## src/hw/rtl/ftoh_pkg.sv

```systemverilog
package ftoh_pkg;

  // Longest fraction field; longer requests saturate here
  localparam int MAX_PRECISION = 32;
  localparam int LEN_W = $clog2(MAX_PRECISION + 1);
  // Character counter covers fraction digits and the longest fixed word
  localparam int IDX_W = (LEN_W > 4) ? LEN_W : 4;
  // Hex digits carried by the 24-bit padded mantissa
  localparam int HEX_DIGITS = 6;
  localparam logic [22:0] FRAC_MASK = 23'h7fffff;
  localparam logic [7:0] EXP_ALL_ONES = 8'hff;
  localparam logic [7:0] EXP_BIAS = 8'd127;
  localparam logic [7:0] EXP_SUB_MAG = 8'd126;

  // ASCII codes
  localparam logic [7:0] CH_ZERO  = 8'h30;
  localparam logic [7:0] CH_ONE   = 8'h31;
  localparam logic [7:0] CH_PLUS  = 8'h2b;
  localparam logic [7:0] CH_MINUS = 8'h2d;
  localparam logic [7:0] CH_DOT   = 8'h2e;
  localparam logic [7:0] CH_LC_A  = 8'h61;
  localparam logic [7:0] CH_LC_F  = 8'h66;
  localparam logic [7:0] CH_LC_I  = 8'h69;
  localparam logic [7:0] CH_LC_N  = 8'h6e;
  localparam logic [7:0] CH_LC_P  = 8'h70;
  localparam logic [7:0] CH_LC_X  = 8'h78;

  typedef enum logic [1:0] {
    KIND_NUM,
    KIND_ZERO,
    KIND_NAN,
    KIND_INF
  } ftoh_kind_t;

  // Decoded value after normalization
  typedef struct packed {
    logic              sign_en;
    logic              sign_neg;
    ftoh_kind_t        kind;
    logic [23:0]       mant;
    logic              exp_neg;
    logic [7:0]        exp_mag;
    logic signed [6:0] prec;
  } ftoh_norm_t;

  // Everything the serializer needs for one text
  typedef struct packed {
    logic             sign_en;
    logic             sign_neg;
    ftoh_kind_t       kind;
    logic [LEN_W-1:0] len;
    logic [23:0]      mant;
    logic             exp_neg;
    logic [2:0][3:0]  exp_dig;
    logic [1:0]       exp_cnt;
  } ftoh_rec_t;

  typedef enum logic [3:0] {
    EM_IDLE,
    EM_SIGN,
    EM_WORD,
    EM_LEAD,
    EM_DOT,
    EM_DIG,
    EM_PCH,
    EM_ESGN,
    EM_EDIG
  } ftoh_emit_st_t;

  function automatic logic [7:0] hex_char(input logic [3:0] nib);
    logic [7:0] c;
    if (nib < 4'd10) begin
      c = CH_ZERO + {4'b0, nib};
    end else begin
      c = CH_LC_A + {4'b0, nib} - 8'd10;
    end
    return c;
  endfunction

  // Last character position of a fixed word (zero, nan, inf)
  function automatic logic [IDX_W-1:0] word_last(input ftoh_kind_t kind);
    logic [IDX_W-1:0] v;
    if (kind == KIND_ZERO) begin
      v = IDX_W'(12);
    end else begin
      v = IDX_W'(2);
    end
    return v;
  endfunction

  // Fixed words: "0x0.000000p+0", "nan", "inf"
  function automatic logic [7:0] word_char(input ftoh_kind_t kind,
                                           input logic [IDX_W-1:0] idx);
    logic [7:0] c;
    c = CH_ZERO;
    unique case (kind)
      KIND_ZERO: begin
        unique case (idx)
          IDX_W'(1):  c = CH_LC_X;
          IDX_W'(3):  c = CH_DOT;
          IDX_W'(10): c = CH_LC_P;
          IDX_W'(11): c = CH_PLUS;
          default:    c = CH_ZERO;
        endcase
      end
      KIND_NAN: begin
        unique case (idx)
          IDX_W'(1): c = CH_LC_A;
          default:   c = CH_LC_N;
        endcase
      end
      KIND_INF: begin
        unique case (idx)
          IDX_W'(0): c = CH_LC_I;
          IDX_W'(1): c = CH_LC_N;
          default:   c = CH_LC_F;
        endcase
      end
      default: c = CH_ZERO;
    endcase
    return c;
  endfunction

endpackage

```

## src/hw/rtl/ftoh_decode.sv

```systemverilog
module ftoh_decode (
  input  logic                 clk,
  input  logic                 rst_n,
  input  logic                 in_valid,
  input  logic [31:0]          in_float_bits,
  input  logic signed [6:0]    in_precision,
  input  logic                 in_force_plus,
  output logic                 in_ready,
  output logic                 norm_valid,
  output ftoh_pkg::ftoh_norm_t norm_data,
  input  logic                 norm_ready
);
  import ftoh_pkg::*;

  logic              a_v_r;
  logic [31:0]       a_bits_r;
  logic signed [6:0] a_prec_r;
  logic              a_plus_r;
  logic              b_v_r;
  ftoh_norm_t        b_r;
  ftoh_norm_t        b_nxt;
  logic              a_rdy;
  logic              b_rdy;
  logic [7:0]        bexp;
  logic [22:0]       frac;
  logic [4:0]        top_pos;
  logic [4:0]        sh;
  logic [23:0]       shifted;

  // Advance a stage when it is empty or its content moves on
  assign b_rdy = !b_v_r || norm_ready;
  assign a_rdy = !a_v_r || b_rdy;
  assign in_ready = a_rdy;
  assign norm_valid = b_v_r;
  assign norm_data = b_r;

  always_ff @(posedge clk) begin
    if (!rst_n) begin
      a_v_r <= 1'b0;
      b_v_r <= 1'b0;
    end else begin
      if (a_rdy) begin
        a_v_r <= in_valid;
      end
      if (b_rdy) begin
        b_v_r <= a_v_r;
      end
    end
  end

  always_ff @(posedge clk) begin
    if (a_rdy) begin
      a_bits_r <= in_float_bits;
      a_prec_r <= in_precision;
      a_plus_r <= in_force_plus;
    end
    if (b_rdy) begin
      b_r <= b_nxt;
    end
  end

  // Find the top set fraction bit for subnormal normalization
  always_comb begin
    frac = a_bits_r[22:0] & FRAC_MASK;
    top_pos = '0;
    for (int i = 0; i < 23; i++) begin
      if (frac[i]) begin
        top_pos = 5'(i);
      end
    end
    sh = 5'd23 - top_pos;
    shifted = {1'b0, frac} << sh;
  end

  // Classify and normalize
  always_comb begin
    bexp = a_bits_r[30:23];
    b_nxt.sign_neg = a_bits_r[31];
    b_nxt.sign_en = a_bits_r[31] || a_plus_r;
    b_nxt.prec = a_prec_r;
    b_nxt.mant = {frac, 1'b0};
    b_nxt.exp_neg = 1'b0;
    b_nxt.exp_mag = '0;
    if (bexp == EXP_ALL_ONES) begin
      b_nxt.kind = (frac != '0) ? KIND_NAN : KIND_INF;
    end else if (bexp == '0 && frac == '0) begin
      b_nxt.kind = KIND_ZERO;
    end else begin
      b_nxt.kind = KIND_NUM;
    end
    if (bexp == '0) begin
      b_nxt.mant = {shifted[22:0], 1'b0};
      b_nxt.exp_neg = 1'b1;
      b_nxt.exp_mag = EXP_SUB_MAG + {3'b0, sh};
    end else if (bexp >= EXP_BIAS) begin
      b_nxt.exp_mag = bexp - EXP_BIAS;
    end else begin
      b_nxt.exp_neg = 1'b1;
      b_nxt.exp_mag = EXP_BIAS - bexp;
    end
  end

endmodule

```

## src/hw/rtl/ftoh_prep.sv

```systemverilog
module ftoh_prep (
  input  logic                 clk,
  input  logic                 rst_n,
  input  logic                 norm_valid,
  input  ftoh_pkg::ftoh_norm_t norm_data,
  output logic                 norm_ready,
  output logic                 rec_valid,
  output ftoh_pkg::ftoh_rec_t  rec_data,
  input  logic                 rec_ready
);
  import ftoh_pkg::*;

  typedef struct packed {
    logic             sign_en;
    logic             sign_neg;
    ftoh_kind_t       kind;
    logic [LEN_W-1:0] len;
    logic [23:0]      mant;
    logic             exp_neg;
    logic             hund;
    logic [6:0]       rem;
    logic [1:0]       cnt;
  } ftoh_mid_t;

  logic       c_v_r;
  ftoh_mid_t  c_r;
  ftoh_mid_t  c_nxt;
  logic       d_v_r;
  ftoh_rec_t  d_r;
  ftoh_rec_t  d_nxt;
  logic       c_rdy;
  logic       d_rdy;
  logic [7:0] mag_low;
  logic [14:0] prod;
  logic [3:0] tens;
  logic [6:0] ones7;

  assign d_rdy = !d_v_r || rec_ready;
  assign c_rdy = !c_v_r || d_rdy;
  assign norm_ready = c_rdy;
  assign rec_valid = d_v_r;
  assign rec_data = d_r;

  always_ff @(posedge clk) begin
    if (!rst_n) begin
      c_v_r <= 1'b0;
      d_v_r <= 1'b0;
    end else begin
      if (c_rdy) begin
        c_v_r <= norm_valid;
      end
      if (d_rdy) begin
        d_v_r <= c_v_r;
      end
    end
  end

  always_ff @(posedge clk) begin
    if (c_rdy) begin
      c_r <= c_nxt;
    end
    if (d_rdy) begin
      d_r <= d_nxt;
    end
  end

  // Fraction length and hundreds split of the exponent
  always_comb begin
    c_nxt.sign_en = norm_data.sign_en;
    c_nxt.sign_neg = norm_data.sign_neg;
    c_nxt.kind = norm_data.kind;
    c_nxt.mant = norm_data.mant;
    c_nxt.exp_neg = norm_data.exp_neg;
    c_nxt.len = '0;
    if (norm_data.prec[6]) begin
      // trim trailing zero digits of the six held digits
      for (int i = 0; i < HEX_DIGITS; i++) begin
        if (norm_data.mant[23 - 4 * i -: 4] != 4'h0) begin
          c_nxt.len = LEN_W'(i + 1);
        end
      end
    end else if ({1'b0, norm_data.prec[5:0]} > 7'(MAX_PRECISION)) begin
      c_nxt.len = LEN_W'(MAX_PRECISION);
    end else begin
      c_nxt.len = LEN_W'(norm_data.prec[5:0]);
    end
    c_nxt.hund = (norm_data.exp_mag >= 8'd100);
    mag_low = c_nxt.hund ? (norm_data.exp_mag - 8'd100) : norm_data.exp_mag;
    c_nxt.rem = mag_low[6:0];
    if (c_nxt.hund) begin
      c_nxt.cnt = 2'd3;
    end else if (norm_data.exp_mag >= 8'd10) begin
      c_nxt.cnt = 2'd2;
    end else begin
      c_nxt.cnt = 2'd1;
    end
  end

  // Tens and ones by reciprocal multiply (exact below 100)
  always_comb begin
    prod = {8'b0, c_r.rem} * 15'd205;
    tens = prod[14:11];
    ones7 = c_r.rem - ({3'b0, tens} << 3) - ({3'b0, tens} << 1);
    d_nxt.sign_en = c_r.sign_en;
    d_nxt.sign_neg = c_r.sign_neg;
    d_nxt.kind = c_r.kind;
    d_nxt.len = c_r.len;
    d_nxt.mant = c_r.mant;
    d_nxt.exp_neg = c_r.exp_neg;
    d_nxt.exp_cnt = c_r.cnt;
    d_nxt.exp_dig[0] = {3'b0, c_r.hund};
    d_nxt.exp_dig[1] = tens;
    d_nxt.exp_dig[2] = ones7[3:0];
  end

endmodule

```

## src/hw/rtl/ftoh_emit.sv

```systemverilog
module ftoh_emit (
  input  logic                clk,
  input  logic                rst_n,
  input  logic                rec_valid,
  input  ftoh_pkg::ftoh_rec_t rec_data,
  output logic                rec_ready,
  output logic                out_valid,
  output logic [7:0]          out_character,
  output logic                out_last_char
);
  import ftoh_pkg::*;

  ftoh_emit_st_t    st_r;
  ftoh_emit_st_t    st_nxt;
  logic [IDX_W-1:0] idx_r;
  logic [IDX_W-1:0] idx_nxt;
  ftoh_rec_t        rec_r;
  logic             out_valid_r;
  logic [7:0]       out_character_r;
  logic             out_last_char_r;
  logic [7:0]       char_cur;
  logic             last_cur;
  logic             load;
  logic [1:0]       dig_sel;
  logic [3:0]       nib;

  function automatic ftoh_emit_st_t first_state(input ftoh_rec_t r);
    ftoh_emit_st_t s;
    if (r.sign_en) begin
      s = EM_SIGN;
    end else if (r.kind == KIND_NUM) begin
      s = EM_LEAD;
    end else begin
      s = EM_WORD;
    end
    return s;
  endfunction

  // Take the next transaction while the last character goes out
  assign rec_ready = (st_r == EM_IDLE) || last_cur;
  assign load = rec_ready && rec_valid;

  assign out_valid = out_valid_r;
  assign out_character = out_character_r;
  assign out_last_char = out_last_char_r;

  always_ff @(posedge clk) begin
    if (!rst_n) begin
      st_r <= EM_IDLE;
      out_valid_r <= 1'b0;
    end else begin
      st_r <= st_nxt;
      out_valid_r <= (st_r != EM_IDLE);
    end
  end

  always_ff @(posedge clk) begin
    idx_r <= idx_nxt;
    out_character_r <= char_cur;
    out_last_char_r <= last_cur;
    if (load) begin
      rec_r <= rec_data;
    end
  end

  // Next state
  always_comb begin
    st_nxt = st_r;
    idx_nxt = idx_r + 1'b1;
    unique case (st_r)
      EM_IDLE: begin
        idx_nxt = '0;
      end
      EM_SIGN: begin
        st_nxt = (rec_r.kind == KIND_NUM) ? EM_LEAD : EM_WORD;
        idx_nxt = '0;
      end
      EM_WORD: begin
        if (last_cur) begin
          st_nxt = EM_IDLE;
        end
      end
      EM_LEAD: begin
        if (idx_r == IDX_W'(2)) begin
          st_nxt = (rec_r.len != '0) ? EM_DOT : EM_PCH;
          idx_nxt = '0;
        end
      end
      EM_DOT: begin
        st_nxt = EM_DIG;
        idx_nxt = '0;
      end
      EM_DIG: begin
        if (idx_r == IDX_W'(rec_r.len) - 1'b1) begin
          st_nxt = EM_PCH;
          idx_nxt = '0;
        end
      end
      EM_PCH: begin
        st_nxt = EM_ESGN;
      end
      EM_ESGN: begin
        st_nxt = EM_EDIG;
        idx_nxt = '0;
      end
      EM_EDIG: begin
        if (last_cur) begin
          st_nxt = EM_IDLE;
        end
      end
      default: begin
        st_nxt = EM_IDLE;
      end
    endcase
    if (load) begin
      st_nxt = first_state(rec_data);
      idx_nxt = '0;
    end
  end

  // Pick the mantissa nibble for the current digit
  always_comb begin
    unique case (idx_r[2:0])
      3'd0:    nib = rec_r.mant[23:20];
      3'd1:    nib = rec_r.mant[19:16];
      3'd2:    nib = rec_r.mant[15:12];
      3'd3:    nib = rec_r.mant[11:8];
      3'd4:    nib = rec_r.mant[7:4];
      3'd5:    nib = rec_r.mant[3:0];
      default: nib = 4'h0;
    endcase
    dig_sel = idx_r[1:0] + (2'd3 - rec_r.exp_cnt);
  end

  // Current character
  always_comb begin
    char_cur = CH_ZERO;
    last_cur = 1'b0;
    unique case (st_r)
      EM_IDLE: begin
        char_cur = CH_ZERO;
      end
      EM_SIGN: begin
        char_cur = rec_r.sign_neg ? CH_MINUS : CH_PLUS;
      end
      EM_WORD: begin
        char_cur = word_char(rec_r.kind, idx_r);
        last_cur = (idx_r == word_last(rec_r.kind));
      end
      EM_LEAD: begin
        unique case (idx_r)
          IDX_W'(0): char_cur = CH_ZERO;
          IDX_W'(1): char_cur = CH_LC_X;
          default:   char_cur = CH_ONE;
        endcase
      end
      EM_DOT: begin
        char_cur = CH_DOT;
      end
      EM_DIG: begin
        char_cur = (idx_r < IDX_W'(HEX_DIGITS)) ? hex_char(nib) : CH_ZERO;
      end
      EM_PCH: begin
        char_cur = CH_LC_P;
      end
      EM_ESGN: begin
        char_cur = rec_r.exp_neg ? CH_MINUS : CH_PLUS;
      end
      EM_EDIG: begin
        char_cur = CH_ZERO + {4'b0, rec_r.exp_dig[dig_sel]};
        last_cur = (idx_r[1:0] == rec_r.exp_cnt - 2'd1);
      end
      default: begin
        char_cur = CH_ZERO;
      end
    endcase
  end

endmodule

```

## src/hw/rtl/float_to_hex_text_unit.sv

```systemverilog
// Datapath: decode stages A and B, prep stages C and D, then the serializer's output register.
// Throughput: one character per cycle; a value holds the serializer while its text goes out:
// 3 to 10 + MAX_PRECISION characters (about 14 for a typical value at precision 6).
// Four pipeline stages buffer values; busy rises when they are full behind the serializer.
// Reset: synchronous, active low; clears all valid bits, the serializer and out_valid.
// The receiver cannot stall: every character strobes for exactly one cycle.
module float_to_hex_text_unit (
  input  logic              clk,
  input  logic              rst_n,
  input  logic              start,
  output logic              busy,
  input  logic [31:0]       in_float_bits,
  input  logic signed [6:0] in_precision,
  input  logic              in_force_plus,
  output logic              out_valid,
  output logic [7:0]        out_character,
  output logic              out_last_char
);
  import ftoh_pkg::*;

  logic       in_ready;
  logic       norm_valid;
  ftoh_norm_t norm_data;
  logic       norm_ready;
  logic       rec_valid;
  ftoh_rec_t  rec_data;
  logic       rec_ready;

  assign busy = !in_ready;

  ftoh_decode u_decode (
    .clk           (clk),
    .rst_n         (rst_n),
    .in_valid      (start),
    .in_float_bits (in_float_bits),
    .in_precision  (in_precision),
    .in_force_plus (in_force_plus),
    .in_ready      (in_ready),
    .norm_valid    (norm_valid),
    .norm_data     (norm_data),
    .norm_ready    (norm_ready)
  );

  ftoh_prep u_prep (
    .clk        (clk),
    .rst_n      (rst_n),
    .norm_valid (norm_valid),
    .norm_data  (norm_data),
    .norm_ready (norm_ready),
    .rec_valid  (rec_valid),
    .rec_data   (rec_data),
    .rec_ready  (rec_ready)
  );

  ftoh_emit u_emit (
    .clk           (clk),
    .rst_n         (rst_n),
    .rec_valid     (rec_valid),
    .rec_data      (rec_data),
    .rec_ready     (rec_ready),
    .out_valid     (out_valid),
    .out_character (out_character),
    .out_last_char (out_last_char)
  );

endmodule

```

## config.mk

```make
export PLATFORM = sky130hd
export DESIGN_NAME = float_to_hex_text_unit
export DESIGN_NICKNAME = d
export VERILOG_FILES = /design/src/hw/rtl/ftoh_pkg.sv /design/src/hw/rtl/ftoh_decode.sv /design/src/hw/rtl/ftoh_prep.sv /design/src/hw/rtl/ftoh_emit.sv /design/src/hw/rtl/float_to_hex_text_unit.sv
export SDC_FILE = /design/constraint.sdc
export NUM_CORES = 1
export LEC_CHECK = 0
export BUFFER_PORTS_ARGS = -buffer_cell sky130_fd_sc_hd__buf_2
export CAP_MARGIN = 0
export CORE_MARGIN = 10
export CORE_UTILIZATION = 55
export DETAILED_ROUTE_END_ITERATION = 12
export GPL_TIMING_DRIVEN = 0
export PLACE_DENSITY = 0.81
export REMOVE_ABC_BUFFERS = 1
export SKIP_LAST_GASP = 1
export SLEW_MARGIN = 20
export SYNTH_ARGS = -nofsm -noshare
export SYNTH_HDL_FRONTEND = slang
export SYNTH_SLANG_ARGS = --single-unit
```

## constraint.sdc

```tcl
create_clock -name clk -period 10.7 [get_ports clk]
set_input_delay 0 -clock clk [delete_from_list [all_inputs] [get_ports clk]]
set_output_delay 0 -clock clk [all_outputs]
set_load 0.02 [all_outputs]
```

==> tab_implementation.tex <==
\begin{tabular}{lr}
\hline
Metric & Value \\
\hline
\multicolumn{2}{l}{\textbf{Placement}} \\
\quad Number of port buffers & 52 \\
\quad GPL Wtd Cong & 0.984 \\
\quad Area after DPL & 12,300 um\^{}2 \\
\quad Dpl hpwl & 17,800 um \\
\multicolumn{2}{l}{\textbf{STA}} \\
\quad Final-report max-slew violation count & 0 \\
\quad Worst slew slack as a fraction of its limit & 0.312 \\
\quad Final Critical Period & 4.83 ns \\
\quad Highest clock frequency the design can meet & 207 MHz \\
\quad Unrepaired setup endpoints after global routing & false \\
\quad Number of setup violations in the final report & 0 \\
\quad Final Hold Vio Count & 0 \\
\quad Worst Max-Slew Pin Slew & 1.03 ns \\
\quad TNS Setup & 0 ns \\
\quad Final Cycle Share & 0.451 \\
\quad Clock skew after layout & 0.0134 ns \\
\multicolumn{2}{l}{\textbf{Worst setup path}} \\
\quad Type of the worst setup path & flip-flop to flip-flop \\
\quad Library cell appearing most often on the critical path & o31ai\_1 \\
\quad Data required time at the worst endpoint & 10.98 ns \\
\quad Critical path peak fanout & 14 \\
\quad Category of the worst setup path launch point & flip-flop \\
\quad Critical path endpoint category & flip-flop \\
\quad Slowest-stage cell, CP & nor4\_1 \\
\quad Slowest cell delay on critical path & 0.79 ns \\
\quad Signal arrival time at the worst endpoint & 5.11 ns \\
\quad Cell Chain, Critical Path & nor4\_1 > a21oi\_2 > inv\_1 > ha\_1 > nor2\_1 > nand2\_1 > o31ai\_1 > o31ai\_1 > a211oi\_1 \\
\multicolumn{2}{l}{\textbf{Clock tree}} \\
\quad Worst skew pair latency & 0.53 ns \\
\quad Buffers inserted during post-CTS setup optimization & 0 \\
\quad H-Tree Level Count & 1 \\
\quad CTS sink count & 239 \\
\quad Max Buffers Root-to-Sink & 3 \\
\quad Clock transition at path regs & 0.06 ns \\
\quad Clock buffers created by TritonCTS & 25 \\
\quad Root Driver & clkbuf\_16 \\
\quad CTS tree & yes \\
\multicolumn{2}{l}{\textbf{Cells and area}} \\
\quad P\&R area growth vs syn & 15.1\% \\
\quad Most common cell after layout, fill and taps aside & edfxtp\_1 \\
\quad Final instance area & 13,500 um\^{}2 \\
\quad Number of filler instances in the final layout & 1,512 \\
\quad Share of post-route cells with drive strength above 1 & 0.113 \\
\quad Final layout net count & 1,161 \\
\quad Antenna fix cells & 0 \\
\quad Commonest non-fill, non-tap cells in the layout & edfxtp\_1, nand2\_1, nor2\_1 \\
\multicolumn{2}{l}{\textbf{Synth}} \\
\quad Fraction of registers with async set or reset after synthesis & 0 \\
\quad Most used flip-flop cell after synthesis & edfxtp\_1 \\
\quad Post-synthesis sequential area ratio & 0.591 \\
\quad Mean instance size in the synthesized netlist & 12.1 um\^{}2 \\
\quad Number of synthesized flops with an enable pin & 216 \\
\quad Cell type with the largest total area after synthesis & edfxtp\_1 \\
\quad Largest cells by area after synthesis & edfxtp\_1, ha\_1, dfxtp\_1 \\
\quad Mapped Area & 11,800 um\^{}2 \\
\quad Yosys synthesis warning count & 0 \\
\quad Synth Area in XOR/XNOR & 0.0239 \\
\quad Number of flip-flops and latches in the synthesized netlist & 239 \\
\quad Count of unique library cells instantiated by Yosys & 82 \\
\quad Post-Synth Simple-Gate Area & 0.112 \\
\quad Combinational family with the most area after synthesis & compound AO/OA/AOI/OAI gates \\
\quad Synthesized-area fraction occupied by ao, oa, aoi and oai cells & 0.136 \\
\quad Adder and majority gate portion of the synthesized area & 0.0701 \\
\quad Portion of netlist area occupied by mux cells & 0.0301 \\
\quad Post-synthesis instance total & 973 \\
\quad Proportion of netlist area held by the largest area contributor & 0.552 \\
\multicolumn{2}{l}{\textbf{Global routing}} \\
\quad Number of global-route vias before repair & 8,073 \\
\quad Overall routing resource usage & 0.175 \\
\quad First-pass GRT wire length & 40,600 um \\
\quad Antenna violations before repair & 0 \\
\quad Pin count of the biggest net entering global routing & 41 \\
\quad Remaining global-route overflow & 0 \\
\multicolumn{2}{l}{\textbf{Die}} \\
\quad Row count & 53 \\
\quad Width of the chip & 166 um \\
\quad Die boundary height & 166 um \\
\quad Starting Density & 0.559 \\
\quad Core region area & 21,000 um\^{}2 \\
\quad Total die area & 27,600 um\^{}2 \\
\quad Number of top-level pins & 54 \\
\multicolumn{2}{l}{\textbf{Drt}} \\
\quad Average wire per standard cell & 18.6 um \\
\quad Vias per cell & 5.95 \\
\quad Aggregate routed wire length & 25,100 um \\
\quad Number of iterations in the first detailed-routing pass & 7 \\
\quad DRC viols & 0 \\
\quad Count of vias placed by the detailed router & 8,039 \\
\quad Post-DRT Antenna Nets & 0 \\
\quad 1st-iter DRT viols & 864 \\
\multicolumn{2}{l}{\textbf{Flow run}} \\
\quad Count of maximum capacitance violations & 0 \\
\multicolumn{2}{l}{\textbf{Outcome}} \\
\quad Run status & completed \\
\multicolumn{2}{l}{\textbf{Pwr}} \\
\quad Switching share of power & 0.256 \\
\quad Part of the power in combinational logic & 0.184 \\
\quad Power share of the clock group & 0.349 \\
\quad Worst supply voltage drop on vdd & 0.141 mV \\
\quad Part of the power in registers & 0.467 \\
\quad Power per Cell Area & 182 nW/um\^{}2 \\
\quad Int Power & 1.83 mW \\
\quad Leak & 5.30 nW \\
\quad Power dissipated by switching net loads & 0.632 mW \\
\multicolumn{2}{l}{\textbf{Worst hold path}} \\
\quad Tightest Hold Check Type & input port to flip-flop \\
\hline
\end{tabular}
power groups by stage:
stage	logic, mW	registers [mW]	clock network [mW]
floorplan	0.334	1.15	0
global placement	0.412	1.16	0
detailed placement	0.438	1.17	0
CTS	0.454	1.15	0.876
global route	0.518	1.16	0.915
finish	0.454	1.15	0.862
synth_stat cells, types with 7 or more instances:
cell / count
xor2_1: 12
dfxtp_1: 23
inv_1: 54
a22oi_1: 7
ha_1: 53
a21oi_1: 45
o21ai_0: 41
o211ai_1: 8
buf_2: 7
nand3_1: 27
and3_1: 9
a211oi_1: 18
edfxtp_1: 216
o22ai_1: 11
clkbuf_1: 26
nor2b_1: 9
fa_1: 8
nor3_1: 16
nand2_1: 85
nor2_1: 78
xnor2_1: 20
nor4_1: 14
o21a_1: 7
a31oi_1: 9
mux2i_1: 32
nand2b_1: 9
area by class of cell:
| class | count | area (um^2) | area share |
|---|---|---|---|
| Tap cell | 275 | 344 | 0.0254 |
| Timing Repair Buffer | 100 | 791 | 0.0585 |
| Clock inverter | 13 | 163 | 0.0120 |
| Sequential cell | 239 | 6950 | 0.514 |
| Clock buffer | 33 | 676 | 0.0500 |
| Inverter | 56 | 210 | 0.0155 |
| Multi-Input combinational cell | 635 | 4390 | 0.325 |
registers in the layout, summed over array words and instances, names as in the netlist:
signal                flops
u_decode.norm_valid       1
u_emit.idx_r              6
u_emit.out_last_char      1
u_emit.st_r               4
u_emit.out_valid          1
u_decode.a_v_r            1
u_emit.out_character      7
u_decode.norm_data       43
u_decode.a_prec_r         7
u_decode.a_plus_r         1
u_prep.c_r               44
u_prep.c_v_r              1
u_decode.a_bits_r        32
u_emit.rec_r             44
u_prep.rec_data          45
u_prep.rec_valid          1
repair_timing:
action | in CTS | in global routing
resized for setup | 0 | 0
endpoints found under the hold margin | 49 | 0
hold buffers | 43 | 0
layer usage:
| metal | track usage | part of all wire | vias up |
|---|---|---|---|
| li1 | - | - | 3837 |
| met1 | 0.204 | 0.39 | 3761 |
| met2 | 0.305 | 0.49 | 350 |
| met3 | 0.0329 | 0.067 | 91 |
| met4 | 0.0828 | 0.046 | 0 |
| met5 | 0 | 0 | - |
final timing paths:
check | startpoint | end | slack, ns | cells past startpoint
worst max-delay path | u_decode.a_bits_r[11]$_DFFE_PN_ | u_decode.norm_data[32]$_DFFE_PP_ | 5.87 | 9
worst min-delay path | in_float_bits[15] | u_decode.a_bits_r[15]$_DFFE_PN_ | 0.18 | 2
worst max register to register | u_decode.a_bits_r[11]$_DFFE_PN_ | u_decode.norm_data[32]$_DFFE_PP_ | 5.87 | 9
worst min register to register | u_prep.rec_data[31]$_DFFE_PP_ | u_emit.rec_r[31]$_DFFE_PP_ | 0.42 | 0
stage by stage:
stage                     std cells  hold WS (ns)  power (mW)  utilization  worst slack, ns
after floorplan                 930        0.0989        1.48            -             6.55
after global placement         1257         0.176        1.58        0.578             5.97
after detailed placement       1262         0.178        1.61        0.583             6.06
after CTS                      1351         0.161        2.48        0.643             6.06
after global routing           1351         0.182        2.59        0.643             5.72
final                          1351         0.179        2.47        0.643             5.87
cells by family (layout without fill, tap and decap cells):
kind of cell	after synthesis	after routing
adder cells (fa/ha/maj)	61	61
AO/OA/AOI/OAI	227	227
other	2	2
AND/OR/NAND/NOR	278	278
XOR/XNOR	32	32
flip-flops	239	239
multiplexers	35	35
buffers and inverters	99	202
worst max-delay path: cells and delay by family, from the launching register on:
kind                     cells  cell delay [ns]
flip-flops                   1             0.57
buffers and inverters        1             0.49
AND/OR/NAND/NOR              3             1.75
adder cells (fa/ha/maj)      1             0.51
AO/OA/AOI/OAI                4             1.26
Power figures use the tool's default switching activity.
